==> src/sv/mcbf_pkg.sv <==
// Shared types, constants and codes of the match candidate probability fusion block.
package mcbf_pkg;

  localparam int PROB_BITS          = 24;
  localparam int MIN_FREQ_W         = 23;
  localparam int CONF_W             = 16;
  localparam int WEIGHT_W           = CONF_W + 1;
  localparam int NUM_CANDIDATES_DEF = 4;
  localparam int APB_DATA_W         = 32;
  localparam int APB_ADDR_W         = 3;

  localparam logic [PROB_BITS:0]   PROB_SCALE = (PROB_BITS + 1)'(1) << PROB_BITS;
  localparam logic [PROB_BITS-1:0] PROB_HALF  = PROB_BITS'(1) << (PROB_BITS - 1);
  localparam logic [CONF_W-1:0]    SAT_MAX    = '1;

  // register index, taken from paddr[2]
  localparam logic REG_MIN_BIT_FREQ = 1'b0;

  localparam logic REQ_LOAD  = 1'b0;
  localparam logic REQ_QUERY = 1'b1;

  typedef struct packed {
    logic              present;
    logic [7:0]        pred_byte;
    logic [CONF_W-1:0] conf;
    logic [CONF_W-1:0] len;
  } cand_t;

  typedef struct packed {
    logic       en;
    logic [1:0] slot;
    cand_t      cand;
  } cand_load_t;

  typedef enum logic [2:0] {
    ST_IDLE,
    ST_SCAN,
    ST_DIV,
    ST_FUSE,
    ST_CLAMP
  } state_t;

endpackage

==> src/sv/match_candidate_bit_probability_fusion.sv <==
// Top level: command interface, config register, sequencer and fusion datapath.
//
//  channel   | handshake            | payload
//  ----------+----------------------+-------------------------------------------------
//  request   | start, busy          | req_type slot present pred_byte confidence
//            |                      | match_len prefix_len prefix_bits model_p1 second_p1
//  result    | done (one-cycle)     | fused_p1 match_active match_p1 error
//  config    | psel penable pwrite  | paddr pwdata prdata pready
//
// A load or a rejected query returns its result in the cycle after the beat; busy stays low.
// A valid query holds busy through one scan step per candidate, then, when a candidate
// agrees, the serial divider at one quotient bit per cycle, then fuse and clamp.
// The result follows on the cycle busy falls. rst clears the table's present bits at once.
// The result side cannot stall; done marks each result for exactly one cycle.
module match_candidate_bit_probability_fusion #(
  parameter int NUM_CANDIDATES = mcbf_pkg::NUM_CANDIDATES_DEF
) (
  input  logic                                 clk,
  input  logic                                 rst,
  input  logic                                 start,
  output logic                                 busy,
  input  logic                                 req_type,
  input  logic [1:0]                           slot,
  input  logic                                 present,
  input  logic [7:0]                           pred_byte,
  input  logic [31:0]                          confidence,
  input  logic [31:0]                          match_len,
  input  logic [2:0]                           prefix_len,
  input  logic [6:0]                           prefix_bits,
  input  logic [mcbf_pkg::PROB_BITS-1:0]       model_p1,
  input  logic [mcbf_pkg::PROB_BITS-1:0]       second_p1,
  output logic                                 done,
  output logic [mcbf_pkg::PROB_BITS-1:0]       fused_p1,
  output logic                                 match_active,
  output logic [mcbf_pkg::PROB_BITS-1:0]       match_p1,
  output logic                                 error,
  input  logic                                 psel,
  input  logic                                 penable,
  input  logic                                 pwrite,
  input  logic [mcbf_pkg::APB_ADDR_W-1:0]      paddr,
  input  logic [mcbf_pkg::APB_DATA_W-1:0]      pwdata,
  output logic [mcbf_pkg::APB_DATA_W-1:0]      prdata,
  output logic                                 pready
);

  localparam int PB    = mcbf_pkg::PROB_BITS;
  localparam int IDX_W = (NUM_CANDIDATES > 1) ? $clog2(NUM_CANDIDATES) : 1;
  localparam int ACC_W = mcbf_pkg::WEIGHT_W + 1 + IDX_W;

  mcbf_pkg::state_t state, state_next;

  logic [mcbf_pkg::MIN_FREQ_W-1:0] min_bit_freq;

  logic [PB-1:0] mp;
  logic [PB-1:0] sp;
  logic [PB-1:0] match_p;
  logic          active;
  logic [PB-1:0] fused_raw;

  logic accept;
  logic is_load;
  logic req_ok;
  logic scan_start;
  logic scan_done;
  logic div_start;
  logic div_done;

  logic [ACC_W-1:0] w0;
  logic [ACC_W-1:0] w1;
  logic [ACC_W-1:0] total;
  logic [ACC_W-1:0] div_num;
  logic [ACC_W-1:0] div_den;
  logic [PB-1:0]    quo;

  mcbf_pkg::cand_load_t load;

  logic [PB+1:0] weighted;
  logic [PB+1:0] rounded;
  logic [PB:0]   lo;
  logic [PB:0]   hi;
  logic [PB:0]   lo_clamped;
  logic [PB:0]   clamped;

  // config port
  assign pready = 1'b1;

  always_ff @(posedge clk) begin
    if (rst) begin
      min_bit_freq <= mcbf_pkg::MIN_FREQ_W'(1);
    end else if (psel && penable && pwrite && pready &&
                 (paddr[2] == mcbf_pkg::REG_MIN_BIT_FREQ)) begin
      min_bit_freq <= pwdata[mcbf_pkg::MIN_FREQ_W-1:0];
    end
  end

  always_comb begin
    prdata = '0;
    if (paddr[2] == mcbf_pkg::REG_MIN_BIT_FREQ) begin
      prdata = mcbf_pkg::APB_DATA_W'(min_bit_freq);
    end
  end

  // request decode
  assign busy    = state != mcbf_pkg::ST_IDLE;
  assign accept  = start && !busy;
  assign is_load = req_type == mcbf_pkg::REQ_LOAD;
  assign req_ok  = ((prefix_bits >> prefix_len) == 7'd0) &&
                   (model_p1 != '0) && (second_p1 != '0);

  assign load.en                = accept && is_load;
  assign load.slot              = slot;
  assign load.cand.present      = present;
  assign load.cand.pred_byte    = pred_byte;
  assign load.cand.conf         = (confidence[31:16] != '0) ? mcbf_pkg::SAT_MAX
                                                            : confidence[15:0];
  assign load.cand.len          = (match_len[31:16] != '0) ? mcbf_pkg::SAT_MAX
                                                           : match_len[15:0];

  mcbf_cand_table #(
    .NUM_CANDIDATES (NUM_CANDIDATES),
    .ACC_W          (ACC_W)
  ) u_table (
    .clk         (clk),
    .rst         (rst),
    .load        (load),
    .scan_start  (scan_start),
    .prefix_len  (prefix_len),
    .prefix_bits (prefix_bits),
    .scan_done   (scan_done),
    .w0          (w0),
    .w1          (w1)
  );

  assign total   = w0 + w1;
  assign div_num = w1 + ACC_W'(1);
  assign div_den = total + ACC_W'(2);

  mcbf_div #(
    .DEN_W (ACC_W),
    .Q_W   (PB)
  ) u_div (
    .clk   (clk),
    .rst   (rst),
    .start (div_start),
    .num   (div_num),
    .den   (div_den),
    .done  (div_done),
    .quo   (quo)
  );

  // sequencer
  always_ff @(posedge clk) begin
    if (rst) begin
      state <= mcbf_pkg::ST_IDLE;
    end else begin
      state <= state_next;
    end
  end

  always_comb begin
    state_next = state;
    scan_start = 1'b0;
    div_start  = 1'b0;
    unique case (state)
      mcbf_pkg::ST_IDLE: begin
        if (accept && !is_load && req_ok) begin
          scan_start = 1'b1;
          state_next = mcbf_pkg::ST_SCAN;
        end
      end
      mcbf_pkg::ST_SCAN: begin
        if (scan_done) begin
          if (total != '0) begin
            div_start  = 1'b1;
            state_next = mcbf_pkg::ST_DIV;
          end else begin
            state_next = mcbf_pkg::ST_FUSE;
          end
        end
      end
      mcbf_pkg::ST_DIV: begin
        if (div_done) begin
          state_next = mcbf_pkg::ST_FUSE;
        end
      end
      mcbf_pkg::ST_FUSE: begin
        state_next = mcbf_pkg::ST_CLAMP;
      end
      mcbf_pkg::ST_CLAMP: begin
        state_next = mcbf_pkg::ST_IDLE;
      end
      default: begin
        state_next = mcbf_pkg::ST_IDLE;
      end
    endcase
  end

  // fusion datapath: 2:1:1 with the match side, 3:1 without
  assign weighted = active ? ((PB + 2)'(mp) << 1) + (PB + 2)'(sp) + (PB + 2)'(match_p)
                           : ((PB + 2)'(mp) << 1) + (PB + 2)'(mp) + (PB + 2)'(sp);
  assign rounded  = (weighted + (PB + 2)'(2)) >> 2;

  // lower bound first, upper bound wins when they cross
  assign lo         = (PB + 1)'(min_bit_freq);
  assign hi         = (lo <= mcbf_pkg::PROB_SCALE) ? mcbf_pkg::PROB_SCALE - lo : '0;
  assign lo_clamped = ({1'b0, fused_raw} < lo) ? lo : {1'b0, fused_raw};
  assign clamped    = (lo_clamped > hi) ? hi : lo_clamped;

  always_ff @(posedge clk) begin
    if (rst) begin
      done <= 1'b0;
    end else begin
      done <= (accept && (is_load || !req_ok)) || (state == mcbf_pkg::ST_CLAMP);
    end
  end

  always_ff @(posedge clk) begin
    if (accept) begin
      mp <= model_p1;
      sp <= second_p1;
      if (is_load || !req_ok) begin
        fused_p1     <= '0;
        match_active <= 1'b0;
        match_p1     <= '0;
        error        <= !is_load;
      end
    end
    if (state == mcbf_pkg::ST_SCAN && scan_done) begin
      active  <= total != '0;
      match_p <= mcbf_pkg::PROB_HALF;
    end
    if (state == mcbf_pkg::ST_DIV && div_done) begin
      match_p <= (quo == '0) ? PB'(1) : quo;
    end
    if (state == mcbf_pkg::ST_FUSE) begin
      fused_raw <= rounded[PB-1:0];
    end
    if (state == mcbf_pkg::ST_CLAMP) begin
      fused_p1     <= clamped[PB-1:0];
      match_active <= active;
      match_p1     <= match_p;
      error        <= 1'b0;
    end
  end

  // checks
  a_done_idle: assert property (@(posedge clk) disable iff (rst)
    done |-> !busy)
    else $error("result strobe while a query is in flight");

  a_accept_progress: assert property (@(posedge clk) disable iff (rst)
    (start && !busy) |=> (busy || done))
    else $error("accepted beat produced neither work nor a result");

  a_busy_ends_in_result: assert property (@(posedge clk) disable iff (rst)
    $fell(busy) |-> done)
    else $error("query finished without a result");

  a_error_zero: assert property (@(posedge clk) disable iff (rst)
    (done && error) |-> ((fused_p1 == '0) && !match_active && (match_p1 == '0)))
    else $error("error result carries a nonzero payload");

endmodule

==> src/sv/mcbf_cand_table.sv <==
// Candidate table with a serial scan that sums agreeing weights per next bit.
module mcbf_cand_table #(
  parameter int NUM_CANDIDATES = mcbf_pkg::NUM_CANDIDATES_DEF,
  parameter int ACC_W          = 20
) (
  input  logic                 clk,
  input  logic                 rst,
  input  mcbf_pkg::cand_load_t load,
  input  logic                 scan_start,
  input  logic [2:0]           prefix_len,
  input  logic [6:0]           prefix_bits,
  output logic                 scan_done,
  output logic [ACC_W-1:0]     w0,
  output logic [ACC_W-1:0]     w1
);

  localparam int IDX_W = (NUM_CANDIDATES > 1) ? $clog2(NUM_CANDIDATES) : 1;

  mcbf_pkg::cand_t tbl [NUM_CANDIDATES];

  logic [IDX_W-1:0] idx;
  logic             running;
  logic [2:0]       plen;
  logic [6:0]       pbits;

  logic [2:0]                      slot_ext;
  logic                            slot_ok;
  mcbf_pkg::cand_t                 cur;
  logic                            hit;
  logic                            nbit;
  logic [mcbf_pkg::WEIGHT_W-1:0]   weight;
  logic                            last;

  assign slot_ext = {1'b0, load.slot};
  assign slot_ok  = {1'b0, slot_ext} < 4'(NUM_CANDIDATES);

  assign cur    = tbl[idx];
  assign hit    = cur.present &&
                  ((plen == 3'd0) ||
                   ((cur.pred_byte >> (4'd8 - {1'b0, plen})) == {1'b0, pbits}));
  assign nbit   = cur.pred_byte[3'd7 - plen];
  assign weight = mcbf_pkg::WEIGHT_W'(cur.conf) + mcbf_pkg::WEIGHT_W'(cur.len) +
                  mcbf_pkg::WEIGHT_W'(1);
  assign last   = idx == IDX_W'(NUM_CANDIDATES - 1);

  always_ff @(posedge clk) begin
    if (rst) begin
      for (int i = 0; i < NUM_CANDIDATES; i++) begin
        tbl[i].present <= 1'b0;
      end
    end else if (load.en && slot_ok) begin
      tbl[slot_ext[IDX_W-1:0]] <= load.cand;
    end
  end

  always_ff @(posedge clk) begin
    if (rst) begin
      running   <= 1'b0;
      scan_done <= 1'b0;
      idx       <= '0;
    end else begin
      scan_done <= running && last;
      if (scan_start) begin
        running <= 1'b1;
        idx     <= '0;
      end else if (running) begin
        if (last) begin
          running <= 1'b0;
        end else begin
          idx <= idx + IDX_W'(1);
        end
      end
    end
  end

  always_ff @(posedge clk) begin
    if (scan_start) begin
      w0    <= '0;
      w1    <= '0;
      plen  <= prefix_len;
      pbits <= prefix_bits;
    end else if (running && hit) begin
      if (nbit) begin
        w1 <= w1 + ACC_W'(weight);
      end else begin
        w0 <= w0 + ACC_W'(weight);
      end
    end
  end

endmodule

==> src/sv/mcbf_div.sv <==
// Restoring radix-2 divider: rounded num * 2^Q_W / den, one quotient bit a cycle.
module mcbf_div #(
  parameter int DEN_W = 20,
  parameter int Q_W   = mcbf_pkg::PROB_BITS
) (
  input  logic             clk,
  input  logic             rst,
  input  logic             start,
  input  logic [DEN_W-1:0] num,
  input  logic [DEN_W-1:0] den,
  output logic             done,
  output logic [Q_W-1:0]   quo
);

  localparam int CNT_W = $clog2(Q_W);

  logic [DEN_W-1:0] rem;
  logic [DEN_W-1:0] dvs;
  logic [Q_W-1:0]   low;
  logic [CNT_W-1:0] cnt;
  logic             running;

  logic [DEN_W:0] trial;
  logic           ge;
  logic [DEN_W:0] diff;

  assign trial = {rem, low[Q_W-1]};
  assign ge    = trial >= {1'b0, dvs};
  assign diff  = trial - {1'b0, dvs};

  always_ff @(posedge clk) begin
    if (rst) begin
      running <= 1'b0;
      done    <= 1'b0;
      cnt     <= '0;
    end else begin
      done <= running && (cnt == CNT_W'(Q_W - 1));
      if (start) begin
        running <= 1'b1;
        cnt     <= '0;
      end else if (running) begin
        if (cnt == CNT_W'(Q_W - 1)) begin
          running <= 1'b0;
        end
        cnt <= cnt + CNT_W'(1);
      end
    end
  end

  // dividend is num above the Q_W fraction bits, with den/2 in them for rounding
  always_ff @(posedge clk) begin
    if (start) begin
      rem <= num;
      dvs <= den;
      low <= Q_W'(den >> 1);
    end else if (running) begin
      rem <= ge ? diff[DEN_W-1:0] : trial[DEN_W-1:0];
      low <= low << 1;
      quo <= {quo[Q_W-2:0], ge};
    end
  end

endmodule
==> config.mk <==
export PLATFORM = sky130hd
export DESIGN_NAME = match_candidate_bit_probability_fusion
export DESIGN_NICKNAME = d
export VERILOG_FILES = /design/src/sv/mcbf_pkg.sv /design/src/sv/match_candidate_bit_probability_fusion.sv /design/src/sv/mcbf_cand_table.sv /design/src/sv/mcbf_div.sv
export SDC_FILE = /design/constraint.sdc
export NUM_CORES = 1
export LEC_CHECK = 0
export ABC_AREA = 0
export BUFFER_PORTS_ARGS = -buffer_cell sky130_fd_sc_hd__clkbuf_2
export CORE_MARGIN = 5
export CORE_UTILIZATION = 30
export DETAILED_ROUTE_END_ITERATION = 8
export REMOVE_ABC_BUFFERS = 1
export SETUP_SLACK_MARGIN = 0.4
export SLEW_MARGIN = 15
export SYNTH_ARGS = -nofsm -noshare
export SYNTH_HDL_FRONTEND = slang
export SYNTH_SLANG_ARGS = --single-unit
==> constraint.sdc <==
create_clock -name clk -period 8.35 [get_ports clk]
set_clock_uncertainty 0.15 [all_clocks]
set_input_delay 1.2525 -clock clk [delete_from_list [all_inputs] [get_ports clk]]
set_output_delay 1.2525 -clock clk [all_outputs]
set_load 0.05 [all_outputs]
==> flow_results.xml <==
<?xml version="1.0" encoding="UTF-8"?>
<metrics>
  <group name="worst_setup_path">
    <metric name="path_class" unit="">register to register</metric>
    <metric name="cp_launch_type" unit="">register</metric>
    <metric name="critical_path.max_stage_delay" unit="ps">680</metric>
    <metric name="crit_fanout" unit="">31</metric>
    <metric name="timing.critical_path.cells" unit="">inv_1 &gt; ha_1 &gt; a21o_1 &gt; a21o_1 &gt; a21o_1 &gt; a21o_1 &gt; a21oi_1 &gt; nor2b_1 &gt; a2111oi_0 &gt; o21ai_2 &gt; mux2_2 &gt; ha_1 &gt; nor2b_1 &gt; o21a_1 &gt; o21a_1 &gt; o21a_1 &gt; o21a_1 &gt; o21ai_0 &gt; a21oi_1 &gt; a2111o_1 &gt; a31oi_4 &gt; buf_4 &gt; nand2b_1 &gt; o311a_1</metric>
    <metric name="cp_data_required_time" unit="ps">8600</metric>
    <metric name="worst-endpoint-arrival" unit="ps">6640</metric>
    <metric name="setup.worst_path.end_class" unit="">register</metric>
    <metric name="cpMaxStageDelayCell" unit="">sky130_fd_sc_hd__a2111oi_0</metric>
  </group>
  <group name="placed_design">
    <metric name="placement.cell_area" unit="sq um">32200</metric>
    <metric name="dp_hpwl" unit="um">57000</metric>
    <metric name="gp_congestion" unit="">0.858</metric>
    <metric name="number_of_port_buffers" unit="">238</metric>
  </group>
  <group name="die">
    <metric name="die_x" unit="um">324</metric>
    <metric name="top_level_ports" unit="">260</metric>
    <metric name="die_area" unit="sq um">105000</metric>
    <metric name="dieHeight" unit="um">324</metric>
    <metric name="start_util" unit="%">30.2</metric>
    <metric name="core_area" unit="sq um">98100</metric>
    <metric name="rows" unit="">115</metric>
  </group>
  <group name="grt">
    <metric name="overflow" unit="">0</metric>
    <metric name="grt_first_pass_wirelength" unit="um">117000</metric>
    <metric name="grt_antenna_before_repair" unit="">6</metric>
    <metric name="maximum_number_of_pins_on_one_net_before_global_route_repair" unit="">74</metric>
    <metric name="groute.usage.overall" unit="%">13.9</metric>
    <metric name="number_of_global_route_vias_before_repair" unit="">20800</metric>
  </group>
  <group name="yosys">
    <metric name="ys_async_sr_fraction" unit="%">0</metric>
    <metric name="yosys_most_used_dff" unit="">sky130_fd_sc_hd__edfxtp_1</metric>
    <metric name="synthAdderAreaFrac" unit="%">11.7</metric>
    <metric name="postSynthRegisterBits" unit="">489</metric>
    <metric name="synth_top_family_by_area" unit="">simple AND/OR/NAND/NOR gates</metric>
    <metric name="yosys.cell_types.count" unit="">85</metric>
    <metric name="synth_mux_area_share" unit="%">7.89</metric>
    <metric name="post_synth_edffs" unit="">403</metric>
    <metric name="synth_compound_gate_area_share" unit="%">11.8</metric>
    <metric name="synthSimpleGateAreaFrac" unit="%">13.7</metric>
    <metric name="netlist_area" unit="sq um">29600</metric>
    <metric name="synthXorXnorAreaFrac" unit="%">5.36</metric>
    <metric name="synth_area_per_cell" unit="sq um">11.2</metric>
    <metric name="yosys_warnings" unit="">0</metric>
    <metric name="netlist_instances" unit="">2644</metric>
    <metric name="synth_seq_area_share" unit="%">46.7</metric>
  </group>
  <group name="flow_run">
    <metric name="cap_viol_max_count" unit="">0</metric>
  </group>
  <group name="clocking">
    <metric name="ctsHoldBuffers" unit="">0</metric>
    <metric name="clockBufferDepth" unit="">3</metric>
    <metric name="htree_levels" unit="">2</metric>
    <metric name="cts_setup_buffers" unit="">0</metric>
    <metric name="cts.clk_slew.worst_paths" unit="ps">60</metric>
    <metric name="clk_latency" unit="ps">670</metric>
    <metric name="cts_resized" unit="">0</metric>
    <metric name="clock_tree.root_cell" unit="">sky130_fd_sc_hd__clkbuf_16</metric>
    <metric name="cts_buffers" unit="">56</metric>
    <metric name="cts_tree" unit="">done</metric>
    <metric name="clkSinkCount" unit="">489</metric>
  </group>
  <group name="cells_and_area">
    <metric name="nets" unit="">3295</metric>
    <metric name="syn_to_final_growth" unit="%">15.9</metric>
    <metric name="layout_cells_sized_above_1" unit="%">17.1</metric>
    <metric name="mostFrequentLayoutCells" unit="">sky130_fd_sc_hd__edfxtp_1 (403), sky130_fd_sc_hd__nor2_1 (283), sky130_fd_sc_hd__clkbuf_2 (238)</metric>
    <metric name="mostFrequentLayoutCell" unit="">sky130_fd_sc_hd__edfxtp_1</metric>
    <metric name="layout.area.seq" unit="sq um">13800</metric>
    <metric name="area_of_combinational_cells_with_multiple_inputs" unit="sq um">15000</metric>
    <metric name="finalInstanceArea" unit="sq um">34300</metric>
    <metric name="fillCellCount" unit="">9769</metric>
    <metric name="post-route-util" unit="%">35.0</metric>
  </group>
  <group name="routing">
    <metric name="vias_post_dr" unit="">20800</metric>
    <metric name="drt_pre_antenna_iters" unit="">5</metric>
    <metric name="drcViolationCount" unit="">0</metric>
    <metric name="ant_nets" unit="">0</metric>
    <metric name="detail_route.iter0.violations" unit="">1224</metric>
    <metric name="post_drt_via_cell_ratio" unit="">4.94</metric>
    <metric name="finalWirelength" unit="um">74200</metric>
    <metric name="detail_route.wl_per_cell" unit="um">17.6</metric>
  </group>
  <group name="sta">
    <metric name="final-setup-viol-count" unit="">0</metric>
    <metric name="achievable-frequency" unit="GHz">0.156</metric>
    <metric name="drv_slew" unit="">0</metric>
    <metric name="layout_min_cycle_time" unit="ps">6400</metric>
    <metric name="finalHoldViolations" unit="">0</metric>
    <metric name="unrepaired_setup_endpoints_after_global_routing" unit="">no</metric>
    <metric name="worst_slew_pin_slew" unit="ps">1160</metric>
    <metric name="finalCritPeriodShare" unit="%">76.6</metric>
    <metric name="max_slew_margin" unit="%">22.5</metric>
    <metric name="timing.setup.tns" unit="ps">0</metric>
  </group>
  <group name="pwr">
    <metric name="design_power_total" unit="uW">7070</metric>
    <metric name="power.density_cell_area" unit="nW/um^2">206</metric>
    <metric name="cellLeakagePower" unit="uW">0.0133</metric>
    <metric name="irDropWorstVdd" unit="mV">0.192</metric>
  </group>
  <group name="run_status">
    <metric name="status" unit="">complete, no violations</metric>
  </group>
  <group name="worst_hold_path">
    <metric name="hold_path_class" unit="">register to register</metric>
  </group>
</metrics>
## flip-flops by register name, indices dropped and copies added (netlist names), 2 cells and up, named ones only
signal	count
u_div.quo	24
u_table.tbl	164
u_table.pbits	7
fused_raw	24
u_div.low	24
u_table.plen	3
u_div.dvs	20
match_p1	24
u_div.rem	20
sp	24
state	3
u_table.w0	20
fused_p1	24
u_table.w1	20
mp	24
min_bit_freq	23
match_p	24
u_div.cnt	5
u_table.idx	2
## per-stage QoR
| stage | hold WS (ps) | setup slack [ps] | cells |
|---|---|---|---|
| floorplan | 272 | 1160 | 2550 |
| global placement | 300 | 2040 | 4105 |
| detailed placement | 306 | 1960 | 4105 |
| CTS | 317 | 1950 | 4209 |
| global route | 347 | 1630 | 4209 |
| finish | 314 | 1950 | 4213 |
## worst max-delay path, delay by kind of cell, from the launching register on
family                     cells  cell delay, ps
adders and majority gates      2             640
muxes                          1             370
DFF                            1             360
AOI/OAI and AO/OA             16            3930
and+or+nand+nor                3             260
buffers and inverters          2             410
## cells in the mapped netlist, types with 15 or more instances
| cell | count | area [sq um] |
|---|---|---|
| sky130_fd_sc_hd__or3_1 | 16 | 100 |
| sky130_fd_sc_hd__a211oi_1 | 15 | 113 |
| sky130_fd_sc_hd__nand4_1 | 31 | 194 |
| sky130_fd_sc_hd__nor4_1 | 37 | 231 |
| sky130_fd_sc_hd__and3_1 | 45 | 282 |
| sky130_fd_sc_hd__mux2i_1 | 62 | 621 |
| sky130_fd_sc_hd__mux2_4 | 19 | 285 |
| sky130_fd_sc_hd__mux2_2 | 29 | 327 |
| sky130_fd_sc_hd__xor2_1 | 63 | 552 |
| sky130_fd_sc_hd__and2_1 | 45 | 282 |
| sky130_fd_sc_hd__o31ai_1 | 30 | 225 |
| sky130_fd_sc_hd__o21a_1 | 32 | 240 |
| sky130_fd_sc_hd__nor2b_1 | 23 | 144 |
| sky130_fd_sc_hd__nor3_1 | 58 | 290 |
| sky130_fd_sc_hd__a31oi_1 | 21 | 131 |
| sky130_fd_sc_hd__dfxtp_1 | 86 | 1720 |
| sky130_fd_sc_hd__or2_2 | 15 | 93.8 |
| sky130_fd_sc_hd__inv_1 | 97 | 364 |
| sky130_fd_sc_hd__ha_1 | 191 | 2390 |
| sky130_fd_sc_hd__o21ai_0 | 91 | 455 |
| sky130_fd_sc_hd__nand2b_1 | 18 | 113 |
| sky130_fd_sc_hd__a21o_1 | 56 | 420 |
| sky130_fd_sc_hd__xnor2_1 | 118 | 1030 |
| sky130_fd_sc_hd__a21oi_1 | 166 | 831 |
| sky130_fd_sc_hd__nand3_1 | 65 | 325 |
| sky130_fd_sc_hd__edfxtp_1 | 403 | 12100 |
| sky130_fd_sc_hd__mux4_2 | 49 | 1100 |
| sky130_fd_sc_hd__fa_1 | 53 | 1060 |
| sky130_fd_sc_hd__clkbuf_1 | 69 | 259 |
| sky130_fd_sc_hd__nor2_1 | 284 | 1070 |
| sky130_fd_sc_hd__nand2_1 | 156 | 586 |
## worst paths after layout
check        slack (ps)              from  cells past startpoint           end
min                 310      u_div.quo[2]                      0  u_div.quo[3]
max reg2reg        1950  min_bit_freq[17]                     24  fused_p1[22]
max                1950  min_bit_freq[17]                     24  fused_p1[22]
min reg2reg         310      u_div.quo[2]                      0  u_div.quo[3]
## power by group
| group | internal [uW] | switching, uW |
|---|---|---|
| combinational | 641 | 919 |
| sequential | 2750 | 104 |
| clock | 1590 | 1070 |
| total | 4980 | 2090 |
## metal layers
metal	vias to the layer above	global-route usage, %	share of wire, %
met2	436	22.1	45
met3	96	2.78	5.1
met5	-	0	0.077
li1	10300	-	-
met4	8	3.53	2.2
met1	9931	19.6	48
## cell type report
| class | instances | share of cell area, % |
|---|---|---|
| diodes | 4 | 0.0292 |
| clock buffers | 63 | 4.25 |
| clock inverters | 41 | 1.67 |
| inverters | 98 | 1.07 |
| multi-input cells | 1963 | 43.8 |
| flip-flops and latches | 489 | 40.3 |
| well taps | 1287 | 4.69 |
| repair buffers | 268 | 4.13 |
## cells by family after synthesis
logic type / Yosys count
buffers and inverters: 200
AND/OR/NAND/NOR: 835
flip-flops: 489
multiplexers: 159
AO/OA/AOI/OAI: 534
adder cells (fa/ha/maj): 244
other: 2
XOR/XNOR: 181
(Power assumes the default switching activity.)
